===== src/hw/rtl/wmf_pkg.sv =====
// Package: shared types and constants of the window median filter.
package wmf_pkg;

   localparam int PIX_W = 8;
   localparam int MAX_CH = 4;
   localparam int CFG_W = 11;
   localparam int CNT_W = 13;

   localparam logic [1:0] REG_WIDTH  = 2'd0;
   localparam logic [1:0] REG_HEIGHT = 2'd1;
   localparam logic [1:0] REG_CHANS  = 2'd2;

   localparam logic [CFG_W-1:0] RESET_WIDTH  = 11'd640;
   localparam logic [CFG_W-1:0] RESET_HEIGHT = 11'd480;
   localparam logic [2:0]       RESET_CHANS  = 3'd3;

   typedef logic [PIX_W-1:0] pix_type;

   typedef struct packed {
      logic valid;
      logic last;
   } lane_ctl_type;

endpackage


===== src/hw/rtl/wmf_lane.sv =====
// Median lane: pipelined median of one channel over a square window.
module wmf_lane #(
   parameter int AREA = 9
) (
   input  logic                           clock,
   input  logic                           en,
   input  logic [AREA*wmf_pkg::PIX_W-1:0] win,
   output wmf_pkg::pix_type               med
);
   localparam int PW = wmf_pkg::PIX_W;
   localparam int STAGES = AREA;
   logic [AREA*PW-1:0] stg_ff [STAGES+1];
   logic [AREA*PW-1:0] stg_in [STAGES];

   // Odd-even transposition sort, one pass per stage.
   always_comb begin
      for (int s = 0; s < STAGES; s++) begin
         stg_in[s] = stg_ff[s];
         for (int i = s % 2; i + 1 < AREA; i += 2) begin
            if (stg_ff[s][i*PW +: PW] > stg_ff[s][(i+1)*PW +: PW]) begin
               stg_in[s][i*PW +: PW]     = stg_ff[s][(i+1)*PW +: PW];
               stg_in[s][(i+1)*PW +: PW] = stg_ff[s][i*PW +: PW];
            end
         end
      end
   end

   // All stages hold together while the enable is low.
   always_ff @(posedge clock) begin
      if (en) begin
         stg_ff[0] <= win;
         for (int s = 0; s < STAGES; s++) begin
            stg_ff[s+1] <= stg_in[s];
         end
      end
   end

   assign med = stg_ff[STAGES][(AREA/2)*PW +: PW];
endmodule


===== config.mk =====
export PLATFORM = sky130hd
export DESIGN_NAME = wmf_lane
export DESIGN_NICKNAME = d
export VERILOG_FILES = /design/src/hw/rtl/wmf_pkg.sv /design/src/hw/rtl/wmf_lane.sv
export SDC_FILE = /design/constraint.sdc
export NUM_CORES = 1
export LEC_CHECK = 0
export ABC_AREA = 1
export BUFFER_PORTS_ARGS = -buffer_cell sky130_fd_sc_hd__buf_4
export CAP_MARGIN = 30
export CORE_ASPECT_RATIO = 1.2
export CORE_UTILIZATION = 59
export CTS_CLUSTER_DIAMETER = 40
export DETAILED_ROUTE_END_ITERATION = 8
export PLACE_DENSITY_LB_ADDON = 0.15
export SYNTH_ARGS = -nofsm -noshare
export SYNTH_HDL_FRONTEND = slang
export SYNTH_SLANG_ARGS = --single-unit

===== constraint.sdc =====
create_clock -name clock -period 3 [get_ports clock]
set_input_delay 0.45 -clock clock [delete_from_list [all_inputs] [get_ports clock]]
set_output_delay 0.45 -clock clock [all_outputs]
set_load 0.05 [all_outputs]

# After elaboration in Yosys (flattened, before gate mapping)
# Memories as Yosys holds them, arrays and structs flattened.
# Cells that the tools add are included.
[totals]
reg_bits = 0
mem_bits_rw = 720
out_inout_bits = 8
n_memories = 1
elab_cells = 75
in_bits = 74
[mem_list]
columns = ["memory", "words", "width", "rd", "rd_ports_with_merged_regs", "write_ports", "line", "rtl"]
rows = [
  ["stg_ff", 10, 72, 10, 0, 10, "wmf_lane.sv:12", "logic [AREA*PW-1:0] stg_ff [STAGES+1];"],
]
[op_classes]
n_lt_le_gt_ge = 36
mux = 38
[op_table]
columns = ["cell", "n"]
rows = [
  ["16-bit two-way mux", 36],
  ["8-bit > comparator", 36],
  ["1-bit two-way mux", 2],
]

# Depth between registers and ports, before layout
# Gate-level depths: netlist of the first run.
[logic_depth]
word_depth = 2
ltp_mapped = 13
mapped_depth_nobuf = 12

# Worst setup path after synthesis of the first run
# No wires, ideal clock.
[synth_path]
path_type = "reg2reg"
from = "memory stg_ff[0][7] in the netlist's numbering"
to = "memory stg_ff[1][13] in the netlist's numbering (data pin)"
t_arrival_ns = 1.415
stages_incl_launch_ff = 8
period_less_slack_ns = 1.668
setup_ns = 0.252
path_buffers = 1
required_time_ns = 2.748
slack_ns = 1.332
cell_sequence = "edfxtp_1 -> ha_1 -> a21o_1 -> nor2_2 -> nand2_4 -> buf_4 -> nand3_1 -> nand2_1"
[synth_lines]
columns = ["item", "line"]
rows = [
  ["start, declared", "wmf_lane.sv:12"],
]

==> key figures, run 1 <==
Synth
  – Register bit total from synthesis: 528
  – Most common cell in the netlist: nand2_1
  – Number of synthesized flops with an enable pin: 528
  – Ys async rst share: 0
  – Unique masters post-synth: 18
  – Synth top cells by count: nand2_1 (817), edfxtp_1 (528), nand3_1 (416)
  – Synth Net Count: 3245
  – Most common flop cell mapped by yosys: edfxtp_1
  – Mapped cell area: 29860 um^2
  – Yosys top cell area share: 0.5310
  – Mapped Cells: 2931
  – Sequential-to-total area share from yosys stat: 0.5310
  – Dominant cells by area after synthesis: edfxtp_1 (53%), nand2_1 (10%), ha_1 (10%)
  – YS warnings: 0
  – Syn avg cell area: 10.19 um^2
  – Yosys top cell by area: edfxtp_1

Power
  – Switching Share: 0.3825
  – Internal: 21610 uW
  – Clk pwr share: 0.255
  – P_leak: 0.01585 uW
  – Max VDD drop: 0.7448 mV
  – Power Dens Cells: 1032 nW/um^2
  – Combinational share of power: 0.361
  – NetSw: 13390 uW
  – Flop pwr share: 0.384
  – Total power: 35000 uW

STA
  – Fin. max-slew vios: 0
  – Unrepaired setup endpoints after global routing: false
  – Setup_tns: 0 ns
  – Clk_skew: 0.01773 ns
  – Fin crit share: 0.6381
  – Relative slew margins: 0.6517
  – # setup viols final: 0
  – Max Clock Freq: 522.4 MHz
  – Slew at the pin closest to its max-slew limit: 0.5225 ns
  – Hold Fails Final Rpt: 0
  – Final Critical Period: 1.914 ns

Routing
  – First-pass DRT Iterations: 8
  – Routed vias/inst: 5.270
  – Via Count: 20000
  – Post-Route WL: 54220 um
  – Drc violations: 0
  – Routed Antenna Nets: 0
  – Initial drt markers: 983
  – Detailed-route wire length per cell: 14.29 um

Layout
  – Final core utilization: 0.6848
  – Number of diodes: 0
  – Max reg flops: 528
  – Fraction of layout cells with a size suffix above 1: 0.2033
  – Biggest register: stg_ff
  – Largest regs: stg_ff x528
  – Nets: 3408
  – P&R area growth vs syn: 13.65%

Clock network
  – Post-CTS Setup Repair Bufs: 0
  – CTS buffer count: 76
  – H-tree levels: 3
  – Clk_lat worst skew: 0.60 ns
  – Num Clock Sinks: 528
  – Clk Tree Root Cell: clkbuf_16
  – TritonCTS clock tree: done
  – Clk pin slew, worst setup/hold paths: 0.05 ns
  – Clk buf depth: 3

Setup path
  – Worst EP arrival: 2.26 ns
  – Setup crit end kind: register
  – CP Class: reg -> reg
  – Worst R2R Setup Slack: 1.09 ns
  – FF-to-FF End: stg_ff[3][31]
  – CP max FO: 17
  – Critical Path Sink: stg_ff[3][31]
  – Reg2reg start: stg_ff[2][17]
  – Crit path launch: stg_ff[2][17]
  – Critical path data required time: 3.34 ns
  – R2R cell count: 10
  – CP Launch Type: register

Floorplan
  – Die Y: 248.4 um
  – Core footprint: 49550 um^2
  – # IOs: 82
  – Die area: 51520 um^2
  – Row count: 89
  – Initial core utilization: 0.6026
  – Die X: 207.4 um

Placement
  – HPWL Detailed: 39650 um
  – Number of port buffers: 81
  – Routability cong.: 0.9150

Worst hold path
  – Hold Crit Start: win[27]
  – Hold crit path type: in -> reg

Global routing
  – Initial antenna violation count: 0
  – Total GRT Usage: 0.2162
  – Largest net degree at the start of global routing: 79
  – Total gr overflow: 0
  – Vias in the first global route: 20250
  – First-pass GRT wire length: 92020 um

Outcome
  – Status: finished, final reports clean

Flow run
  – Max cap viols: 0
## how the worst min path moves through the flow
stage,to,slack [ns],depth (start not counted)
finish,stg_ff[0][27],0.03,1
global route,stg_ff[0][14],0.005,1
CTS,stg_ff[0][14],0.0002,1
detailed placement,stg_ff[2][1],0.40,0
global placement,stg_ff[1][68],0.40,0
floorplan,stg_ff[1][64],0.40,0
## power by group through the flow
| stage | Sequential [uW] | Clock [uW] | Combinational [uW] |
|---|---|---|---|
| global route | 13700 | 9420 | 14600 |
| detailed placement | 13600 | 0 | 12600 |
| floorplan | 13000 | 0 | 10800 |
| CTS | 13400 | 9120 | 12700 |
| finish | 13400 | 8920 | 12700 |
| global placement | 13500 | 0 | 12000 |
## layout by cell type, fill, tap and decap left out, drive strengths merged
| master | instances |
|---|---|
| a21o | 30 |
| a21oi | 60 |
| buf | 91 |
| bufinv | 8 |
| clkbuf | 82 |
| clkinv | 28 |
| clkinvlp | 4 |
| dlygate4sd3 | 60 |
| edfxtp | 528 |
| ha | 240 |
| inv | 359 |
| nand2 | 1141 |
| nand3 | 416 |
| nand4 | 30 |
| nor2 | 81 |
## through the flow
step | cells | hold slack [ns] | area (um^2) | setup WS [ns]
2_1_floorplan | 2931 | 0.4003 | 29860 | 1.332
3_3_place_gp | 3593 | 0.4025 | 30720 | 1.128
6_report | 3795 | 0.02600 | 33940 | 1.086
5_1_grt | 3795 | 0.004611 | 33940 | 0.9263
3_5_place_dp | 3593 | 0.4045 | 30720 | 1.093
4_1_cts | 3795 | 0.0001904 | 33940 | 1.078
## worst max-delay path, cell delays in order (launching register included)
cell and delay (ns):
edfxtp_1 0.45, ha_1 0.38, nand2_1 0.07, nand2_1 0.07, nand2_1 0.05, nand2_1 0.06
nand2_2 0.06, nand2_4 0.16, nand2_4 0.18, nand2_1 0.10, nand2_1 0.07
## timing repair
action / 4_1_cts / 5_1_grt
hold buffers: 60 / 0
endpoints found under the hold margin: 60 / 0
endpoints found under the setup margin: 0 / 0
resized for setup: 0 / 0
## layer usage
metal	part of all wire	up-vias	track usage
met5	0	-	0
met4	0.031	0	0.09360
met3	0.030	134	0.03006
met1	0.40	9305	0.2347
met2	0.54	385	0.4148
li1	-	10180	-
## cells by family (layout without fill, tap and decap cells)
logic type	after synthesis	after routing	share of synthesized area
buf+inv	405	632	0.06658
fa+ha+maj	240	240	0.1006
flops	528	528	0.5310
simple gates	1668	1668	0.2843
compound gates	90	90	0.01760
## area by class of cell
| cell class | instances | area [um^2] |
|---|---|---|
| clock buffers | 82 | 1967 |
| clock inverters | 60 | 648.1 |
| fillers | 3569 | 15620 |
| inverters | 339 | 1272 |
| multi-input cells | 1998 | 12020 |
| flip-flops and latches | 528 | 15860 |
| well taps | 637 | 797.0 |
| repair buffers | 151 | 1379 |
No activity file was read; power rests on OpenSTA's default activity.
==> inputs of run 2 (changes only) <==
Clock period 3 ns to 1.8 ns, I/O delays scaled along.
==> run 2 against run 1 <==
  * The run now ends with setup timing left
  * Combinational power rose to 2.7 times the previous value
  * Register-to-register slack got worse by 1.3 ns
  * Global-route usage rose by 2.0 points
  * Routed wire length rose by 42%
  * Clock power rose by 54%
  * Sequential cell count did not move
  * Sequential share of layout area fell by 8.3 points
  * Worst hold slack improved by 0.35 ns
  * Via count rose by 22%
  * First-iteration DRC count rose by 60%
  * Cell area rose by 22%
  * Highest routed layer unchanged
==> key figures, run 2 (synthesized netlist as in run 1, its figures left out) <==
Clock network
  – CTS buffer count: 70 (-7.9%)
  – Clk pin slew, worst setup/hold paths: 0.06 ns (about the same)
  – Num Clock Sinks: 528 (unchanged)
  – TritonCTS clock tree: done
  – Clk Tree Root Cell: clkbuf_16
  – Clk buf depth: 3 (unchanged)
  – Clk_lat worst skew: 0.60 ns (about the same)
  – H-tree levels: 3 (unchanged)

Power
  – P_leak: 0.01925 uW (+21%)
  – Internal: 41980 uW (+94%)
  – Clk pwr share: 0.195 (-0.060)
  – Switching Share: 0.4007 (+0.01818)
  – Flop pwr share: 0.313 (-0.071)
  – Combinational share of power: 0.492 (+0.131)
  – Max VDD drop: 1.199 mV (+61%)
  – NetSw: 28070 uW (+110%)
  – Power Dens Cells: 1696 nW/um^2 (+64%)

STA
  – Fin. max-slew vios: 0 (unchanged)
  – Final Critical Period: 2.048 ns (+0.1334 ns)
  – Relative slew margins: 0.7245 (+0.07282)
  – Final WS setup: -0.2476 ns (-1.333 ns)
  – Setup_tns: -9.085 ns (-9.085 ns)
  – Fin crit share: 1.138 (+0.4995)
  – Slew at the pin closest to its max-slew limit: 0.4133 ns (-0.1092 ns)
  – Hold Slack: 0.3777 ns (+0.3517 ns)
  – Hold Fails Final Rpt: 0 (unchanged)
  – Clk_skew: 0.02184 ns (+0.004111 ns)
  – Unrepaired setup endpoints after global routing: true
  – Max Clock Freq: 488.4 MHz (-6.5%)
  – # setup viols final: 143 (+143)

Layout
  – Most common cell after layout, fill and taps aside: nand2_1
  – Fill cell count: 2421 (-32%)
  – P&R area growth vs syn: 38.34%
  – Max reg flops: 528 (unchanged)
  – Final core utilization: 0.8336 (+0.1488)
  – Biggest register: stg_ff
  – Nets: 4007 (+18%)
  – Most frequent cells in the layout: nand2_1 (752), buf_4 (567), edfxtp_1 (528)
  – Fraction of layout cells with a size suffix above 1: 0.3976 (+0.1943)
  – Number of diodes: 0 (unchanged)
  – Largest regs: stg_ff x528
  – Design area: 41310 um^2 (+22%)

Setup path
  – CP Launch Type: register
  – Worst EP arrival: 2.39 ns (+0.13 ns)
  – Most numerous cell on the critical path: nand2_1
  – CP delay by family, top: simple AND/OR/NAND/NOR gates
  – Critical path data required time: 2.14 ns (-1.20 ns)
  – Setup crit end kind: register
  – Crit path buffers/inverters: 2 (+2)
  – Worst R2R Setup Slack: -0.25 ns (-1.33 ns)
  – Slowest cell on the critical path: edfxtp_1
  – CP cell instances: inv_1, ha_1, nand2_1, nand2_1, nand2_1, nand2_1, nand2_4, buf_4, nand2_4, nand3_1, nand2_1
  – CP Class: reg -> reg
  – CP max FO: 8 (-9)
  – Critical path's largest stage delay: 0.43 ns (-0.02 ns)

Global routing
  – Vias in the first global route: 22180 (+9.5%)
  – GR met3 Demand/Resource: 0.03170 (+0.001642)
  – Routing usage on met1: 0.2355 (+0.0008028)
  – Total GRT Usage: 0.2365 (+0.02026)
  – GR Util met2: 0.4733 (+0.05849)
  – Initial antenna violation count: 0 (unchanged)
  – Total gr overflow: 0 (unchanged)
  – Largest net degree at the start of global routing: 81 (+2.5%)
  – First-pass GRT wire length: 99960 um (+8.6%)
  – GR peak layer: met2

Placement
  – DP Area: 33500 um^2 (+9.0%)
  – Place WS: -0.06813 ns (-1.161 ns)
  – Routability cong.: 0.8817 (-3.6%)
  – HPWL Detailed: 43480 um (+9.7%)
  – Number of port buffers: 81 (unchanged)

Routing
  – First-pass DRT Iterations: 6 (-2)
  – Initial drt markers: 1577 (+60%)
  – Routed Antenna Nets: 0 (unchanged)
  – Drc violations: 0 (unchanged)
  – Routed vias/inst: 5.558 (+5.5%)
  – Post-Route WL: 77180 um (+42%)
  – Via Count: 24360 (+22%)
  – Detailed-route wire length per cell: 17.61 um (+23%)

Outcome
  – Failing checks: setup timing
  – Status: complete, but fails checks

Floorplan
  – Die X: 207.4 um (unchanged)
  – Die area: 51520 um^2 (unchanged)
  – Initial core utilization: 0.6026 (unchanged)
  – Core footprint: 49550 um^2 (unchanged)
  – Row count: 89 (unchanged)
  – Die Y: 248.4 um (unchanged)
  – # IOs: 82 (unchanged)

Worst hold path
  – Hold crit path type: in -> reg

Flow run
  – Max cap viols: 0 (unchanged)
[run 2: power by group through the flow]
| stage | clock network [uW] | registers (uW) | logic [uW] |
|---|---|---|---|
| global route | 14300 | 22200 | 37600 |
| floorplan | 0 | 21600 | 18000 |
| CTS | 13800 | 21700 | 26400 |
| detailed placement | 0 | 21900 | 25500 |
| finish | 13700 | 21900 | 34500 |
| global placement | 0 | 21800 | 24300 |
[run 2: worst paths after layout]
path                                    start  cells past startpoint             to
worst min-delay path                   win[1]                      2   stg_ff[0][1]
worst max register to register  stg_ff[0][25]                     11  stg_ff[1][16]
worst min register to register  stg_ff[2][67]                      0  stg_ff[3][67]
worst max-delay path            stg_ff[0][25]                     11  stg_ff[1][16]
[run 2: through the flow]
step	power (uW)	instances
after floorplan	39620	2931
after detailed placement	47370	3940
after global placement	46090	3940
after CTS	61920	4156
final	70060	4382
after global routing	74170	4382
[run 2: cell type report]
class / instances / area [um^2] / area share
Clock buffer: 77 / 1842 / 0.04459
Clock inverter: 47 / 476.7 / 0.01154
Inverter: 339 / 1272 / 0.03080
Multi-Input combinational cell: 2053 / 14990 / 0.3628
Sequential cell: 528 / 15860 / 0.3838
Tap cell: 637 / 797.0 / 0.01929
Timing Repair Buffer: 701 / 6078 / 0.1471
[run 2: timing repair]
action                                  4_1_cts  5_1_grt
buffers inserted                             16      170
gates resized for setup                      33      388
pin swaps                                    16      242
cloned                                        3       57
hold buffers                                 73        0
endpoints found under the hold margin        78        0
endpoints found under the setup margin      162      407
[run 2: routing by layer]
| layer | routed length [um] | share of wire |
|---|---|---|
| met1 | 26980 | 0.35 |
| met2 | 42570 | 0.55 |
| met3 | 3266 | 0.042 |
| met4 | 4364 | 0.057 |
| met5 | 0 | 0 |
